`src/hw/rtl/shelf_atlas_packer_defines.svh`:
```
// Assertion helpers for the shelf atlas packer.
// Each macro expects clk and arst_n in scope.
`ifndef SHELF_ATLAS_PACKER_DEFINES_SVH
`define SHELF_ATLAS_PACKER_DEFINES_SVH

// Property checked on every rising edge outside reset
`define SAP_ASSERT(lbl, prop, msg) \
	lbl: assert property (@(posedge clk) disable iff (!arst_n) prop) else $error(msg);

// Condition that must never be seen outside reset
`define SAP_ASSERT_NEVER(lbl, cond, msg) \
	`SAP_ASSERT(lbl, !(cond), msg)

`endif

```
`src/hw/rtl/sap_pkg.sv`:
```
`timescale 1ns / 1ps
`default_nettype none

package sap_pkg;

	// Atlas geometry; sides are powers of two
	localparam int INIT_SIDE = 512;
	localparam int MAX_SIDE  = 4096;
	localparam int INIT_LOG  = $clog2(INIT_SIDE);
	localparam int MAX_LOG   = $clog2(MAX_SIDE);

	// Field widths
	localparam int SIDE_W = 13;
	localparam int EXP_W  = 4;
	localparam int DIM_W  = 8;
	localparam int PAD_W  = 4;
	localparam int PDIM_W = 9;
	localparam int DEST_W = 12;
	localparam int UV_W   = 17;
	localparam int UV_FRAC = 16;

	// Cursor and edge sums, one bit over the side
	localparam int CW = SIDE_W + 1;

	// Status codes
	localparam logic STATUS_PLACED = 1'b0;
	localparam logic STATUS_FULL   = 1'b1;

	// Request held in the input stage
	typedef struct packed {
		logic             vld;
		logic [DIM_W-1:0] w;
		logic [DIM_W-1:0] h;
	} sap_req_t;

	// One result beat
	typedef struct packed {
		logic              status;
		logic [DEST_W-1:0] dest_x;
		logic [DEST_W-1:0] dest_y;
		logic [SIDE_W-1:0] atlas_side;
		logic              grew;
		logic [UV_W-1:0]   uv_min_x;
		logic [UV_W-1:0]   uv_min_y;
		logic [UV_W-1:0]   uv_max_x;
		logic [UV_W-1:0]   uv_max_y;
	} sap_result_t;

endpackage

`default_nettype wire

```
`src/hw/rtl/sap_in_reg.sv`:
```
`timescale 1ns / 1ps
`default_nettype none

module sap_in_reg
	import sap_pkg::*;
(
	input  wire logic             clk,
	input  wire logic             arst_n,
	input  wire logic             in_valid,
	output logic                  in_stall,
	input  wire logic [DIM_W-1:0] rect_width,
	input  wire logic [DIM_W-1:0] rect_height,
	input  wire logic             adv,
	output sap_req_t              req_s1
);

	logic             vld_s1;
	logic [DIM_W-1:0] w_s1;
	logic [DIM_W-1:0] h_s1;

	// hold while the held request cannot move on
	assign in_stall = vld_s1 && !adv;

	// valid bit
	always_ff @(posedge clk or negedge arst_n) begin
		if (!arst_n) begin
			vld_s1 <= 1'b0;
		end else if (!in_stall) begin
			vld_s1 <= in_valid;
		end
	end

	// payload, loaded on an accepted beat
	always_ff @(posedge clk) begin
		if (in_valid && !in_stall) begin
			w_s1 <= rect_width;
			h_s1 <= rect_height;
		end
	end

	assign req_s1 = '{vld: vld_s1, w: w_s1, h: h_s1};

endmodule

`default_nettype wire

```
`src/hw/rtl/sap_place.sv`:
```
`timescale 1ns / 1ps
`default_nettype none
`include "shelf_atlas_packer_defines.svh"

module sap_place
	import sap_pkg::*;
(
	input  wire logic             clk,
	input  wire logic             arst_n,
	input  wire logic [PAD_W-1:0] pad,
	input  wire sap_req_t         req_s1,
	input  wire logic             fire,
	output sap_result_t           res
);

	// packer state
	logic [SIDE_W-1:0] cx_q, cy_q;
	logic [PDIM_W-1:0] rt_q;
	logic [EXP_W-1:0]  exp_q;

	logic [SIDE_W-1:0] cx_d, cy_d;
	logic [PDIM_W-1:0] rt_d;
	logic [EXP_W-1:0]  exp_d;

	logic [SIDE_W-1:0] side, side_d;
	logic [PDIM_W-1:0] pw, ph;
	logic              zero_sz, wrap, fit1, found, placed;
	logic [SIDE_W-1:0] cx1, cy1, px, py;
	logic [PDIM_W-1:0] rt1;
	logic [EXP_W-1:0]  gexp;
	logic [CW-1:0]     dx, dy, ex, ey;
	logic [EXP_W:0]    uv_sh;
	logic              full_now;

	// edge * 2^16 / side, side a power of two
	function automatic logic [UV_W-1:0] to_uv(input logic [CW-1:0] edge_v,
		input logic [EXP_W:0] sh);
		logic [CW+UV_FRAC-1:0] wide;
		wide = (CW+UV_FRAC)'(edge_v) << sh;
		return wide[UV_W-1:0];
	endfunction

	assign side    = SIDE_W'(1) << exp_q;
	assign pw      = PDIM_W'(req_s1.w) + PDIM_W'({pad, 1'b0});
	assign ph      = PDIM_W'(req_s1.h) + PDIM_W'({pad, 1'b0});
	assign zero_sz = (req_s1.w == '0) || (req_s1.h == '0);

	// first try at the current side, with a row wrap if needed
	always_comb begin
		logic [CW-1:0] cy_wr;
		cy_wr = CW'(cy_q) + CW'(rt_q) + CW'(pad);
		wrap  = (CW'(cx_q) + CW'(pw)) > CW'(side);
		cx1   = wrap ? '0 : cx_q;
		cy1   = wrap ? cy_wr[SIDE_W-1:0] : cy_q;
		rt1   = wrap ? '0 : rt_q;
		fit1  = (CW'(pw) <= CW'(side)) && ((CW'(cy1) + CW'(ph)) <= CW'(side));
	end

	// smallest larger side that holds the padded rectangle
	always_comb begin
		found = 1'b0;
		gexp  = EXP_W'(MAX_LOG);
		for (int e = MAX_LOG; e > INIT_LOG; e--) begin
			if ((e > int'(exp_q)) && (CW'(pw) <= (CW'(1) << e))
				&& (CW'(ph) <= (CW'(1) << e))) begin
				found = 1'b1;
				gexp  = EXP_W'(e);
			end
		end
	end

	// placement decision and next state
	always_comb begin
		logic [CW-1:0] cx_sum;
		cx_sum = '0;
		cx_d   = cx_q;
		cy_d   = cy_q;
		rt_d   = rt_q;
		exp_d  = exp_q;
		placed = 1'b0;
		px     = '0;
		py     = '0;
		res    = '0;
		res.status = STATUS_PLACED;
		if (zero_sz) begin
			res.atlas_side = side;
		end else if (fit1) begin
			placed = 1'b1;
			px     = cx1;
			py     = cy1;
			cx_sum = CW'(cx1) + CW'(pw);
			cx_d   = cx_sum[SIDE_W-1:0];
			cy_d   = cy1;
			rt_d   = (ph > rt1) ? ph : rt1;
		end else if (int'(exp_q) < MAX_LOG) begin
			res.grew = 1'b1;
			if (found) begin
				placed = 1'b1;
				exp_d  = gexp;
				cx_d   = SIDE_W'(pw);
				cy_d   = '0;
				rt_d   = ph;
			end else begin
				// every larger side failed; the last wrap at the top side stays
				res.status = STATUS_FULL;
				exp_d = EXP_W'(MAX_LOG);
				cx_d  = '0;
				cy_d  = (CW'(pw) > CW'(MAX_SIDE)) ? SIDE_W'(pad) : '0;
				rt_d  = '0;
			end
		end else begin
			res.status = STATUS_FULL;
			cx_d = cx1;
			cy_d = cy1;
			rt_d = rt1;
		end
		side_d = SIDE_W'(1) << exp_d;
		if (!zero_sz) begin
			res.atlas_side = side_d;
		end
		// corner and UVs
		dx    = CW'(px) + CW'(pad);
		dy    = CW'(py) + CW'(pad);
		ex    = dx + CW'(req_s1.w);
		ey    = dy + CW'(req_s1.h);
		uv_sh = (EXP_W+1)'(UV_FRAC) - (EXP_W+1)'(exp_d);
		if (placed) begin
			res.dest_x   = dx[DEST_W-1:0];
			res.dest_y   = dy[DEST_W-1:0];
			res.uv_min_x = to_uv(dx, uv_sh);
			res.uv_min_y = to_uv(dy, uv_sh);
			res.uv_max_x = to_uv(ex, uv_sh);
			res.uv_max_y = to_uv(ey, uv_sh);
		end
	end

	assign full_now = (res.status == STATUS_FULL);

	// state update when the request moves to the result register
	always_ff @(posedge clk or negedge arst_n) begin
		if (!arst_n) begin
			cx_q  <= '0;
			cy_q  <= '0;
			rt_q  <= '0;
			exp_q <= EXP_W'(INIT_LOG);
		end else if (fire) begin
			cx_q  <= cx_d;
			cy_q  <= cy_d;
			rt_q  <= rt_d;
			exp_q <= exp_d;
		end
	end

	`SAP_ASSERT(a_side_range, (int'(exp_q) >= INIT_LOG) && (int'(exp_q) <= MAX_LOG), "bad side")
	`SAP_ASSERT(a_cursor_in_row, CW'(cx_q) <= CW'(side), "cursor past the atlas edge")
	`SAP_ASSERT(a_grew_moves_side, fire && res.grew |=> exp_q != $past(exp_q), "no growth")
	`SAP_ASSERT(a_full_at_max, fire && full_now |=> int'(exp_q) == MAX_LOG, "full below max side")
	`SAP_ASSERT_NEVER(a_zero_kept, fire && zero_sz && (res.grew || full_now), "empty moved state")

endmodule

`default_nettype wire

```
`src/hw/rtl/shelf_atlas_packer.sv`:
```
`timescale 1ns / 1ps
`default_nettype none
// Shelf packer for a square texture atlas.
// A request beat is held in the input register, then moves to the result register.
// Throughput: one request per cycle unless stalled; each placement is decided in the
// single compare/add pass between the input register and the result register.
// Reset (arst_n low, asynchronous): cursor and row at zero, side 512, pad 1,
// both pipeline stages empty.

module shelf_atlas_packer
	import sap_pkg::*;
(
	input  wire logic              clk,
	input  wire logic              arst_n,
	// config write
	input  wire logic              cfg_valid,
	output logic                   cfg_ready,
	input  wire logic [PAD_W-1:0]  cfg_data,
	// requests
	input  wire logic              in_valid,
	output logic                   in_stall,
	input  wire logic [DIM_W-1:0]  rect_width,
	input  wire logic [DIM_W-1:0]  rect_height,
	// results
	output logic                   out_valid,
	input  wire logic              out_stall,
	output logic                   status,
	output logic [DEST_W-1:0]      dest_x,
	output logic [DEST_W-1:0]      dest_y,
	output logic [SIDE_W-1:0]      atlas_side,
	output logic                   grew,
	output logic [UV_W-1:0]        uv_min_x,
	output logic [UV_W-1:0]        uv_min_y,
	output logic [UV_W-1:0]        uv_max_x,
	output logic [UV_W-1:0]        uv_max_y
);

	logic [PAD_W-1:0] pad_q;
	sap_req_t         req_s1;
	sap_result_t      res;
	sap_result_t      res_s2;
	logic             vld_s2;
	logic             adv, fire;

	// padding register
	assign cfg_ready = 1'b1;
	always_ff @(posedge clk or negedge arst_n) begin
		if (!arst_n) begin
			pad_q <= PAD_W'(1);
		end else if (cfg_valid && cfg_ready) begin
			pad_q <= cfg_data;
		end
	end

	// result register frees up when empty or taken
	assign adv  = !vld_s2 || !out_stall;
	assign fire = req_s1.vld && adv;

	sap_in_reg u_in (
		.clk         (clk),
		.arst_n      (arst_n),
		.in_valid    (in_valid),
		.in_stall    (in_stall),
		.rect_width  (rect_width),
		.rect_height (rect_height),
		.adv         (adv),
		.req_s1      (req_s1)
	);

	sap_place u_place (
		.clk    (clk),
		.arst_n (arst_n),
		.pad    (pad_q),
		.req_s1 (req_s1),
		.fire   (fire),
		.res    (res)
	);

	// result register
	always_ff @(posedge clk or negedge arst_n) begin
		if (!arst_n) begin
			vld_s2 <= 1'b0;
		end else if (adv) begin
			vld_s2 <= req_s1.vld;
		end
	end

	always_ff @(posedge clk) begin
		if (fire) begin
			res_s2 <= res;
		end
	end

	assign out_valid  = vld_s2;
	assign status     = res_s2.status;
	assign dest_x     = res_s2.dest_x;
	assign dest_y     = res_s2.dest_y;
	assign atlas_side = res_s2.atlas_side;
	assign grew       = res_s2.grew;
	assign uv_min_x   = res_s2.uv_min_x;
	assign uv_min_y   = res_s2.uv_min_y;
	assign uv_max_x   = res_s2.uv_max_x;
	assign uv_max_y   = res_s2.uv_max_y;

endmodule

`default_nettype wire

```
`config.mk`:
```
export PLATFORM = sky130hd
export DESIGN_NAME = shelf_atlas_packer
export DESIGN_NICKNAME = d
export VERILOG_FILES = /design/src/hw/rtl/sap_pkg.sv /design/src/hw/rtl/sap_in_reg.sv /design/src/hw/rtl/sap_place.sv /design/src/hw/rtl/shelf_atlas_packer.sv
export VERILOG_INCLUDE_DIRS = /design/src /design/src/hw/rtl
export SDC_FILE = /design/constraint.sdc
export NUM_CORES = 1
export LEC_CHECK = 0
export ABC_AREA = 1
export BUFFER_PORTS_ARGS = -buffer_cell sky130_fd_sc_hd__buf_4
export CAP_MARGIN = 5
export CORE_MARGIN = 2
export CORE_UTILIZATION = 60
export DETAILED_ROUTE_END_ITERATION = 10
export MAX_ROUTING_LAYER = met4
export PLACE_DENSITY = 0.81
export SLEW_MARGIN = 20
export SYNTH_ARGS = -nofsm -noshare
export SYNTH_HDL_FRONTEND = slang
export SYNTH_SLANG_ARGS = --single-unit
```
`constraint.sdc`:
```
create_clock -name clk -period 13.21 [get_ports clk]
set_input_delay 2.642 -clock clk [delete_from_list [all_inputs] [get_ports clk]]
set_output_delay 2.642 -clock clk [all_outputs]
set_load 0.005 [all_outputs]
```
==> flow_metrics.py <==
metrics = {
    "floorplanning": {
        "fp.coreArea_sq_um": 23500,
        "die_area_sq_um": 25300,
        "start_util": 0.613,
        "io_pins": 135,
        "dieWidth_microns": 159,
        "chipHeight_microns": 159,
        "num_rows": 56,
    },
    "placement": {
        "port_buffers": 133,
        "hpwl_microns": 34100,
        "gp_congestion": 0.981,
    },
    "setup_path": {
        "crit_type": "reg -> reg",
        "start_kind": "flop",
        "required_ns": 13.41,
        "rr_worst_depth": 64,
        "cp_slowest_cell": "dfstp_2",
        "reg2reg_from": "pad_q[0]",
        "worst_setup_path_end_kind": "flop",
        "slowest_delay_ns": 0.62,
        "cp_max_fo": 24,
        "reg2reg_setup_slack_ns": 1.21,
        "rr_endpoint": "uv_max_x[15]",
        "arrival_ns": 12.20,
    },
    "clocking": {
        "holdBufCountCts": 0,
        "root_buffer": "clkbuf_16",
        "cts_tree": "done",
        "ctsResizeCount": 0,
        "clk_latency_ns": 0.44,
        "htree_levels": 4,
        "cts.sinks": 168,
        "cts_setup_buffers": 0,
        "clk_pin_slew_ns": 0.08,
        "numCtsBuffers": 17,
        "max-clock-path-buffers": 2,
    },
    "run_status": {
        "status": "complete, no violations",
    },
    "yosys": {
        "ys_types": 65,
        "ys_ff_latch": 168,
        "syn-cell-area_sq_um": 14400,
        "synth-edff-count": 123,
        "synthArstFlopShare": 0.268,
        "syn_inst": 1881,
        "synth.net_count": 2046,
        "yosysWarnings": 0,
        "ys.flop_type": "edfxtp_1",
        "yosysSeqAreaShare": 0.334,
        "synthTopCellsByArea": "edfxtp_1 26%, ha_1 11%, nand2_1 11%",
        "syn_avg_cell_area_sq_um": 7.68,
        "yosysTopAreaCell": "edfxtp_1",
        "synth_top_area_frac": 0.256,
    },
    "min_path": {
        "hold_start": "u_in.vld_s1",
        "whs_endpoint": "out_valid",
        "min_path_cells": 2,
        "hold_class": "reg -> reg",
    },
    "timing": {
        "grt_setup_unrepaired": "no",
        "slew_violations": 0,
        "timing.setup.tns_ns": 0,
        "final.min_clock_period_ns": 12.00,
        "worst_pin_slew_ns": 0.952,
        "hold_viol": 0,
        "fin_worst_skew_ns": 0.0140,
        "fin_crit_sh": 0.908,
        "final-setup-viol-count": 0,
        "max_freq_ghz": 0.0833,
        "maxSlewHeadroom": 0.361,
    },
    "global_routing": {
        "antenna_found_initial": 3,
        "grt_max_degree": 75,
        "grt_overflow_total": 0,
        "grt_usage": 0.359,
        "grt_pass1_vias": 12900,
        "grt_pass1_wl_microns": 69800,
    },
    "flow_run": {
        "cap_violations": 0,
    },
    "detailed_routing": {
        "via_per_inst": 5.88,
        "drt-total-wl_microns": 43800,
        "dr.pass1.iters": 7,
        "drc": 0,
        "vias": 13600,
        "drtAntennaViolNets": 0,
        "dr.first_iter.drc_count": 1394,
        "wl_per_cell_microns": 18.9,
    },
    "cells_and_area": {
        "fin_nets": 2148,
        "syn2layout_area_growth_pct": 12.5,
        "drive_gt1_frac": 0.147,
    },
}
metrics by stage:
step / instance area (sq um) / std cells / worst slack [ns] / utilization / hold WS, ns
after floorplan: 14400 / 1881 / 2.45 / - / 0.434
after global placement: 15700 / 2283 / 1.67 / 0.665 / 0.477
after detailed placement: 15700 / 2283 / 1.44 / 0.665 / 0.494
after CTS: 16200 / 2315 / 1.39 / 0.689 / 0.507
after global routing: 16200 / 2316 / 0.200 / 0.690 / 0.526
final: 16200 / 2317 / 1.21 / 0.690 / 0.506
cell usage in the layout, fill, tap and decap left out, types with 10 or more instances in the layout:
cell         n
nand2_1    413
inv_1      237
buf_4      152
nor2_1     151
o21ai_0    133
ha_1       126
edfxtp_1   123
nand3_1    108
a21oi_1     98
xor2_1      44
dfrtp_1     42
o21ai_1     29
o22ai_1     24
nor3_1      23
xnor2_1     23
a31oi_1     21
nand4_1     20
inv_2       19
nand2_2     18
clkbuf_16   17
a22oi_1     16
fa_1        14
nor2_4      13
or2_2       10
registers in the layout, indices dropped and copies added, names as in the netlist:
register,flops
atlas_side,13
dest_x,12
dest_y,12
grew,1
out_valid,1
pad_q,4
status,1
u_in.h_s1,8
u_in.vld_s1,1
u_in.w_s1,8
u_place.cx_q,13
u_place.cy_q,13
u_place.exp_q,4
u_place.rt_q,9
uv_max_x,17
uv_max_y,17
uv_min_x,17
uv_min_y,17
Yosys cell counts, drive strengths merged (3+ instances only):
library cell,n
nand2,441
fa,14
and3,3
a22oi,16
o21bai,5
nor2,173
dfrtp,42
o21ai,168
inv,256
nand4,28
a31oi,21
nand3,113
edfxtp,123
or2,14
xnor2,24
mux2,3
a21oi,98
ha,126
clkbuf,31
xor2,44
o21a,5
a211oi,6
dfstp,3
o22ai,24
nor4,3
buf,38
nor3,28
a21o,3
o211ai,8
a221oi,4
cell type report:
type	count	area (sq um)
Antenna cell	2	5.00
Tap cell	319	399
Multi-Input combinational cell	1387	8320
Fill cell	2026	7300
Clock inverter	15	156
Timing Repair Buffer	152	1140
Inverter	257	965
Sequential cell	168	4820
Clock buffer	17	425
routing by layer:
layer	track usage	up-vias	wire, microns	part of all wire
li1	-	6512	-	-
met1	0.499	6369	19200	0.44
met2	0.537	652	19200	0.44
met3	0.0761	89	4440	0.10
met4	0.0938	0	954	0.022
met5	-	-	0	0
logic make-up (layout without fill, tap and decap cells):
| family | Yosys count | count (layout) | share of synthesized area |
|---|---|---|---|
| compound gates | 366 | 366 | 0.144 |
| xor+xnor | 68 | 68 | 0.0418 |
| fa+ha+maj | 140 | 140 | 0.129 |
| simple gates | 807 | 807 | 0.257 |
| flops | 168 | 168 | 0.334 |
| other cells | 1 | 3 | 0.000260 |
| mux | 5 | 5 | 0.00373 |
| buf+inv | 326 | 441 | 0.0904 |
worst max path at each step:
stage	startpoint	to	slack [ns]	cells past startpoint
after floorplan	pad_q[0]	uv_max_x[15]	2.45	67
after global placement	pad_q[0]	uv_max_x[15]	1.67	67
after detailed placement	pad_q[0]	uv_max_x[15]	1.44	64
after CTS	pad_q[0]	uv_max_x[15]	1.39	67
after global routing	u_in.w_s1[1]	uv_max_x[15]	0.20	68
final	pad_q[0]	uv_max_x[15]	1.21	64
critical path: cells and delay by family (launching register included):
family	cells	cell delay, ns
compound gates	19	3.60
simple gates	26	3.28
fa+ha+maj	9	3.12
buf+inv	8	0.81
flops	1	0.62
xor+xnor	2	0.29
Power is not shown: default switching activity piles up to over one toggle a cycle in this logic, so the estimate is an artifact.
